==> config.mk <==
export PLATFORM = sky130hd
export DESIGN_NAME = prot_cfg
export DESIGN_NICKNAME = d
export VERILOG_FILES = /design/src/design/prot_pkg.sv /design/src/design/prot_cfg.sv
export SDC_FILE = /design/constraint.sdc
export NUM_CORES = 1
export LEC_CHECK = 0
export ABC_AREA = 1
export ABC_CLOCK_PERIOD_IN_PS = 2000
export BUFFER_PORTS_ARGS = -buffer_cell sky130_fd_sc_hd__buf_2
export CORE_ASPECT_RATIO = 1.75
export CORE_MARGIN = 1.5
export CORE_UTILIZATION = 35
export CTS_BUF_LIST = sky130_fd_sc_hd__clkbuf_8 sky130_fd_sc_hd__clkbuf_16
export CTS_CLUSTER_SIZE = 16
export DETAILED_ROUTE_END_ITERATION = 7
export SYNTH_ARGS = -nofsm -noshare
export SYNTH_HDL_FRONTEND = slang
export SYNTH_SLANG_ARGS = --single-unit
export TNS_END_PERCENT = 30
==> constraint.sdc <==
create_clock -name clk -period 2 [get_ports clk]
set_input_delay 0.3 -clock clk [delete_from_list [all_inputs] [get_ports clk]]
set_output_delay 0.3 -clock clk [all_outputs]
set_load 0.05 [all_outputs]
==> src/design/prot_pkg.sv <==
// shared types and constants for the point rotation pipeline
`default_nettype none
package prot_pkg;

	localparam int COORD_WIDTH_DEF = 32;
	localparam int FIELD_W         = 32;
	localparam int ROT_W           = 64;
	localparam int CFG_IDX_W       = 3;
	localparam int AXIS_W          = 3;

	localparam logic [ROT_W-1:0] ROT_RESET = 64'h4000_0000_0000_0000;

	typedef enum logic [CFG_IDX_W-1:0] {
		REG_ORIGIN_X = 3'd0,
		REG_ORIGIN_Y = 3'd1,
		REG_ORIGIN_Z = 3'd2,
		REG_ROT_X    = 3'd3,
		REG_ROT_Y    = 3'd4,
		REG_ROT_Z    = 3'd5,
		REG_AXIS_EN  = 3'd6
	} cfg_reg_t;

	localparam int AXIS_X_BIT = 0;
	localparam int AXIS_Y_BIT = 1;
	localparam int AXIS_Z_BIT = 2;

	typedef struct packed {
		logic signed [FIELD_W-1:0] origin_x;
		logic signed [FIELD_W-1:0] origin_y;
		logic signed [FIELD_W-1:0] origin_z;
		logic [ROT_W-1:0]          rot_x;
		logic [ROT_W-1:0]          rot_y;
		logic [ROT_W-1:0]          rot_z;
		logic [AXIS_W-1:0]         axis_en;
	} cfg_t;

	typedef struct packed {
		logic valid;
		logic sat;
		logic last;
	} beat_ctl_t;

endpackage
`default_nettype wire

==> src/design/prot_cfg.sv <==
// configuration register file for the point rotation pipeline
`default_nettype none
module prot_cfg (
	input  wire logic                           clk,
	input  wire logic                           arst_n,
	input  wire logic                           wr_en,
	input  wire logic [prot_pkg::CFG_IDX_W-1:0] wr_index,
	input  wire logic [prot_pkg::ROT_W-1:0]     wr_data,
	output prot_pkg::cfg_t                      cfg
);
	import prot_pkg::*;

	cfg_t cfg_q;

	always_ff @(posedge clk or negedge arst_n) begin
		if (!arst_n) begin
			cfg_q.origin_x <= '0;
			cfg_q.origin_y <= '0;
			cfg_q.origin_z <= '0;
			cfg_q.rot_x    <= ROT_RESET;
			cfg_q.rot_y    <= ROT_RESET;
			cfg_q.rot_z    <= ROT_RESET;
			cfg_q.axis_en  <= '0;
		end else if (wr_en) begin
			case (cfg_reg_t'(wr_index))
				REG_ORIGIN_X: cfg_q.origin_x <= wr_data[FIELD_W-1:0];
				REG_ORIGIN_Y: cfg_q.origin_y <= wr_data[FIELD_W-1:0];
				REG_ORIGIN_Z: cfg_q.origin_z <= wr_data[FIELD_W-1:0];
				REG_ROT_X:    cfg_q.rot_x    <= wr_data;
				REG_ROT_Y:    cfg_q.rot_y    <= wr_data;
				REG_ROT_Z:    cfg_q.rot_z    <= wr_data;
				REG_AXIS_EN:  cfg_q.axis_en  <= wr_data[AXIS_W-1:0];
				default: ;
			endcase
		end
	end

	assign cfg = cfg_q;

endmodule
`default_nettype wire

==> results of run 1 <==
where the power goes:
| part | internal (mW) | switching (mW) |
|---|---|---|
| clock | 3.46 | 2.32 |
| combinational | 1.36 | 5.60 |
| sequential | 7.00 | 0.635 |
per-stage QoR:
stage | util (%) | hold WS [ns] | worst slack, ns
6_report | 47.5 | 0.0375 | 0.344
5_1_grt | 47.5 | 0.0273 | 0.301
3_3_place_gp | 43.2 | 0.263 | 0.485
4_1_cts | 47.5 | 0.00736 | 0.311
3_5_place_dp | 43.2 | 0.270 | 0.467
2_1_floorplan | - | 0.00441 | 0.852
worst register-to-register path, stage by stage (launching register included):
cell and delay, ns:
sky130_fd_sc_hd__dfstp_2 0.54, sky130_fd_sc_hd__nand2_1 0.05, sky130_fd_sc_hd__nand2_1 0.07
final cells by class:
| type | count | share of cell area (%) |
|---|---|---|
| flip-flops and latches | 291 | 48.7 |
| multi-input cells | 892 | 24.1 |
| repair buffers | 425 | 17.0 |
| clock buffers | 41 | 5.95 |
| well taps | 396 | 3.31 |
| clock inverters | 10 | 0.869 |
| inverters | 6 | 0.150 |
cell usage in the layout, fill, tap and decap left out, drive strengths merged:
cell type | synthesis | final
nand2 | 725 | 725
buf | 38 | 392
dfrtp | 288 | 288
nand3 | 160 | 160
clkbuf | 34 | 41
dlygate4sd3 | 0 | 33
inv | 6 | 10
nor2 | 7 | 7
dfstp | 3 | 3
bufinv | 0 | 3
clkinv | 0 | 2
clkinvlp | 0 | 1
routing by layer:
metal	global-route usage, %	part of all wire, %	up-vias
met1	27.2	38	4820
met3	3.32	5.2	72
met5	0	0	-
met4	9.86	4.0	0
met2	40.2	52	363
li1	-	-	4685
path summary, 6_finish.rpt:
path                            depth (start not counted)                 start  slack (ns)              endpoint
worst min-delay path                                    3           wr_data[21]        0.04   cfg[24]$_DFFE_PN0P_
worst max-delay path                                    1   cfg[65]$_DFFE_PN1P_        0.34               cfg[65]
worst min register to register                          2  cfg[129]$_DFFE_PN1P_        0.46  cfg[129]$_DFFE_PN1P_
min in group asynchronous                               2                arst_n        0.28  cfg[174]$_DFFE_PN0P_
worst max register to register                          2   cfg[65]$_DFFE_PN1P_        1.27   cfg[65]$_DFFE_PN1P_
max in group asynchronous                               3                arst_n        0.99   cfg[65]$_DFFE_PN1P_
synth_stat cells:
cell                       count
sky130_fd_sc_hd__buf_2        38
sky130_fd_sc_hd__clkbuf_1     34
sky130_fd_sc_hd__dfrtp_1     288
sky130_fd_sc_hd__dfstp_2       3
sky130_fd_sc_hd__inv_1         5
sky130_fd_sc_hd__inv_2         1
sky130_fd_sc_hd__nand2_1     725
sky130_fd_sc_hd__nand3_1     160
sky130_fd_sc_hd__nor2_1        1
sky130_fd_sc_hd__nor2_2        5
sky130_fd_sc_hd__nor2_4        1
timing repair:
item                                   CTS  global route
setup endpoints to repair                0             0
endpoints found under the hold margin  122             0
hold buffers                            33             0
setup buffers                            0             0
cells by family (layout without fill, tap and decap cells):
family / count (synthesis) / after routing / share of synthesized area, %
buffers and inverters: 78 / 482 / 3.04
flip-flops: 291 / 291 / 65.1
AND/OR/NAND/NOR: 892 / 892 / 31.9
==> flow_summary.ini, run 1 <==
[route]
routed_wl_um = 38000
avgRoutedWirePerCell_um = 18.4
via_per_inst = 4.82
detail_route.iter0.violations = 507
drtAntennaViolNets = 0
detailedRoute.firstPassIterationCount = 5
dr_total_vias = 9940
route.detailed.drc = 0

[power_and_ir_drop]
total_leakage_power_nw = 8.63
total_power_after_layout_mw = 20.4
power_density_over_the_cells_nw_per_um2 = 1360
maximum_resistive_drop_on_vdd_mv = 0.888

[setup_path]
end_kind = output port
critical_path.top_delay_family = flip-flops
path_class = flop to output port
startpoint_type = flop
path_buf_inv = 1
timing.critical_path.fanout_max = 2
ordered_list_of_cells_on_the_worst_path = buf_2
required_time_of_the_critical_path_ns = 1.70
crit_path_max_incr_delay_ns = 0.54
timing.critical_path.arrival_ns = 1.36
critical_path.slowest_cell = sky130_fd_sc_hd__dfstp_2

[yosys]
yosysTopAreaCellShare_pct = 64.4
synth-seq-area-share_pct = 65.1
netlist-cell-type-count = 11
yosys_warnings = 0
mappedNetlistArea_um2 = 11200
mapped_cells = 1261
synth.largest_area_cell = sky130_fd_sc_hd__dfrtp_1
synthTopCellsByArea = sky130_fd_sc_hd__dfrtp_1 64%, sky130_fd_sc_hd__nand2_1 24%, sky130_fd_sc_hd__nand3_1 7.2%, sky130_fd_sc_hd__buf_2 1.7%, sky130_fd_sc_hd__clkbuf_1 1.1%
postSynthRegisterBits = 291
synthesis.area_per_instance_um2 = 8.88
syn_nets = 1331

[floorplanning]
fp.coreArea_um2 = 31500
num_io_pins = 361
design.die.area_um2 = 33100
floorplan.die.width_um = 138
effective_utilization_at_floorplan_pct = 35.5
dieHeight_um = 240
placementRows = 86

[timing]
final_min_period_over_clock_period_pct = 82.8
worst-slew-pin-transition_ns = 0.559
fmax_mhz = 604
clock_skew_ns = 0
final-setup-viol-count = 0
relSlewSlack_pct = 62.7
slew_viol_final = 0
final_period_minus_worst_setup_slack_ns = 1.66
totalNegativeSetupSlack_ns = 0
rsz0062_at_grt = false
finalHoldViolations = 0

[placement]
gpl.final_weighted_congestion = 0.817
dp_cells = 1977
detailed_place_hpwl_um = 25600
numPortBuffers = 360
post_dp_cell_area_um2 = 13600

[global_routing]
globalRouteTotalUtil_pct = 22.6
grt_first_pass_wirelength_um = 58300
number_of_global_route_vias_before_repair = 9869
number_of_antenna_violations_at_the_first_check_in_global_routing = 0
grt_max_degree = 58
globalRouteOverflowTotal = 0

[clocking]
ctsLongestPathBuffers = 3
tritoncts = built
cts_buf_count = 28
clock_tree.htree_level_count = 1
cts.repair.resized = 0
cts_root_buf = sky130_fd_sc_hd__clkbuf_16
worst_skew_pair.late_latency_ns = 0.54
cts.reportedPaths.clkPinSlew_ns = 0.07
clock-sinks = 291

[run_status]
status = finished clean

[final_layout]
number_of_standard_cells_in_the_layout_taps_in_and_fillers_out = 2061
layout.area.seq_um2 = 7290
antenna-diode-count = 0
num-nets-final = 1714
multi_input_comb_area_um2 = 3600
final_area_um2 = 15000
nFillCells = 3032
drive_above_1_share_pct = 27.3
layout-area-overhead-vs-synth_pct = 33.7
largest_register_ff_count = 291

[worst_hold_path]
classification_of_the_worst_slack_hold_path = input pin to flop

[run]
timing.max_cap.violations = 0
Power figures use the tool's default switching activity.
==> run 2: changes to the inputs <==
- ABC_AREA: 1 -> 0
- ABC_CLOCK_PERIOD_IN_PS: 2000 -> 1400
- clock period: 2 -> 1.4 ns (I/O delays scaled with it)
==> run 2 against run 1 <==
Net effect: the flow now finishes with violations (negative setup slack); largest cell class unchanged; critical path type unchanged; die area rose by 0.20%; hold slack got worse by 0.0090 ns; highest routed layer unchanged; power rose by 55%; final cell count fell by 27%; sequential cell count did not move; design area rose by 6.5%; sequential share of layout area fell by 3.0 points; count of clock-buffer cells in the layout fell by 7; core utilization rose by 3.1 points; non-clock buffer count rose by 40.
==> flow_summary.ini, run 2 <==
[final_layout]
antenna-diode-count = 0
final_cell_mix = 288 x sky130_fd_sc_hd__dfrtp_1, 224 x sky130_fd_sc_hd__mux2_2, 180 x sky130_fd_sc_hd__buf_4
drive_above_1_share_pct = 66.9
final_area_um2 = 15900
nFillCells = 2685
number_of_standard_cells_in_the_layout_taps_in_and_fillers_out = 1497
layout.core_utilization_pct = 50.6
layout.area.seq_um2 = 7290
num-nets-final = 1153
mostFrequentLayoutCell = sky130_fd_sc_hd__dfrtp_1
multi_input_comb_area_um2 = 3630
largest_register_ff_count = 291
layout-area-overhead-vs-synth_pct = 42.1

[global_routing]
grt_first_pass_wirelength_um = 45800
globalRouteTotalUtil_pct = 17.8
grt_max_degree = 60
number_of_global_route_vias_before_repair = 7681
number_of_antenna_violations_at_the_first_check_in_global_routing = 0
globalRouteOverflowTotal = 0

[floorplanning]
effective_utilization_at_floorplan_pct = 35.6
dieHeight_um = 240
placementRows = 86
design.die.area_um2 = 33200
num_io_pins = 361
fp.coreArea_um2 = 31500
floorplan.die.width_um = 138

[route]
route.detailed.drc = 0
drtAntennaViolNets = 0
dr_total_vias = 7047
via_per_inst = 4.71
detailedRoute.firstPassIterationCount = 4
avgRoutedWirePerCell_um = 20.1
routed_wl_um = 30000
detail_route.iter0.violations = 154

[timing]
rsz0062_at_grt = true
finalHoldViolations = 0
totalNegativeSetupSlack_ns = -0.151
clock_skew_ns = 0
final_min_period_over_clock_period_pct = 104
relSlewSlack_pct = 70.6
worst-slew-pin-transition_ns = 0.441
slew_viol_final = 0
final_period_minus_worst_setup_slack_ns = 1.45
fmax_mhz = 688
finalWorstSetupSlack_ns = -0.0528
final-setup-viol-count = 3
worst_hold_slack_ns = 0.0285

[yosys]
netlist-cell-type-count = 14
mappedNetlistArea_um2 = 11200
mapped_cells = 621
ys_top_cells_by_count = 288 x sky130_fd_sc_hd__dfrtp_1, 224 x sky130_fd_sc_hd__mux2_2, 60 x sky130_fd_sc_hd__mux2_4
postSynthRegisterBits = 291
synth-seq-area-share_pct = 65.0
yosysTopAreaCellShare_pct = 64.2
synth-edff-count = 0
yosys_warnings = 0
synthTopCellsByArea = sky130_fd_sc_hd__dfrtp_1 64%, sky130_fd_sc_hd__mux2_2 22%, sky130_fd_sc_hd__mux2_4 8.0%, sky130_fd_sc_hd__buf_12 1.1%, sky130_fd_sc_hd__buf_6 1.0%
synth.most_common_cell = sky130_fd_sc_hd__dfrtp_1
synth.largest_area_cell = sky130_fd_sc_hd__dfrtp_1
asyncSetResetFlopFracSynth_pct = 100
synthesis.area_per_instance_um2 = 18.1
syn_nets = 691
synth_ff_type = sky130_fd_sc_hd__dfrtp_1

[run_status]
failed_checks = negative setup slack
status = finished with violations

[worst_hold_path]
timing.hold.worst.start = wr_data[2]
classification_of_the_worst_slack_hold_path = input pin to flop
worst_hold_path.endpoint = cfg[261]$_DFFE_PN0P_
worst_hold_path.num_cells = 2

[placement]
post_dp_cell_area_um2 = 13800
numPortBuffers = 360
detailed_place_hpwl_um = 21500
dp_cells = 1389
placement.setup.worst_slack_ns = -0.211
gpl.final_weighted_congestion = 0.757

[clocking]
cts.reportedPaths.clkPinSlew_ns = 0.07
worst_skew_pair.late_latency_ns = 0.55
clock_tree.htree_level_count = 1
clock-sinks = 291
cts_buf_count = 27
tritoncts = built
cts_root_buf = sky130_fd_sc_hd__clkbuf_16
ctsLongestPathBuffers = 3

[setup_path]
path_class = flop to output port
crit_path_max_incr_delay_ns = 0.55
critical_path.slowest_cell = sky130_fd_sc_hd__dfstp_2
timing.critical_path.arrival_ns = 1.24
startpoint_type = flop
timing.critical_path.fanout_max = 2
ordered_list_of_cells_on_the_worst_path = buf_8
crit-reg2reg-capture = cfg[86]$_DFFE_PN0P_
required_time_of_the_critical_path_ns = 1.19
end_kind = output port
worst_r2r_startpoint = cfg[86]$_DFFE_PN0P_
regToRegSetupSlack_ns = 0.58
critical_path.top_delay_family = flip-flops
timing.reg2reg.worst_path_depth = 1
path_buf_inv = 1

[power_and_ir_drop]
maximum_resistive_drop_on_vdd_mv = 1.52
total_leakage_power_nw = 7.59
total_power_after_layout_mw = 31.6
power_density_over_the_cells_nw_per_um2 = 1980

[run]
timing.max_cap.violations = 0
run 2: cell types whose count changed in the layout (fill, tap and decap cells not counted), moves of 60 or more:
| cell | before | now |
|---|---|---|
| sky130_fd_sc_hd__mux2_4 | 0 | 60 |
| sky130_fd_sc_hd__clkbuf_4 | 0 | 93 |
| sky130_fd_sc_hd__buf_4 | 19 | 180 |
| sky130_fd_sc_hd__buf_2 | 359 | 107 |
| sky130_fd_sc_hd__nand3_1 | 160 | 0 |
| sky130_fd_sc_hd__nand2_1 | 722 | 0 |
| sky130_fd_sc_hd__mux2_2 | 0 | 224 |
run 2: cell families after synthesis:
family / Yosys count / synth area share [%]
flops: 291 / 65.0
buf+inv: 32 / 3.06
mux: 291 / 31.2
simple gates: 7 / 0.770
run 2: final cells by class:
type | count | area share (%)
clock buffer | 34 | 4.84
multi-input combinational | 298 | 22.8
tap | 396 | 3.11
timing repair buffer | 465 | 22.7
sequential | 291 | 45.7
clock inverter | 13 | 0.879
run 2: per-layer routing:
metal	vias to the layer above	wire length (um)	GRT usage (%)
li1	3111	-	-
met1	3628	10700	19.0
met2	248	16800	33.8
met3	60	1300	2.96
met4	0	1260	8.58
met5	-	0	0
run 2: timing repair:
item | in CTS | in global routing
gates resized for setup | 156 | 115
hold endpoints to repair | 457 | 0
hold buffers | 61 | 0
setup endpoints to repair | 150 | 109
setup buffers | 0 | 0
run 2: worst max-delay path by stage:
stage,from,to,slack (ns),depth (start not counted)
4_1_cts,cfg[129]$_DFFE_PN1P_,cfg[129],-0.09,1
5_1_grt,cfg[193]$_DFFE_PN1P_,cfg[193],-0.1,1
3_5_place_dp,wr_index[0],cfg[130]$_DFFE_PN0P_,-0.21,5
3_3_place_gp,wr_index[0],cfg[130]$_DFFE_PN0P_,-0.19,5
6_report,cfg[129]$_DFFE_PN1P_,cfg[129],-0.05,1
2_1_floorplan,wr_index[0],cfg[100]$_DFFE_PN0P_,0.10,4
run 2: report_power, final:
part,total [mW],internal (mW),switching [mW]
sequential,11.3,10.3,1.02
clock,7.58,4.42,3.16
combinational,12.7,4.05,8.69
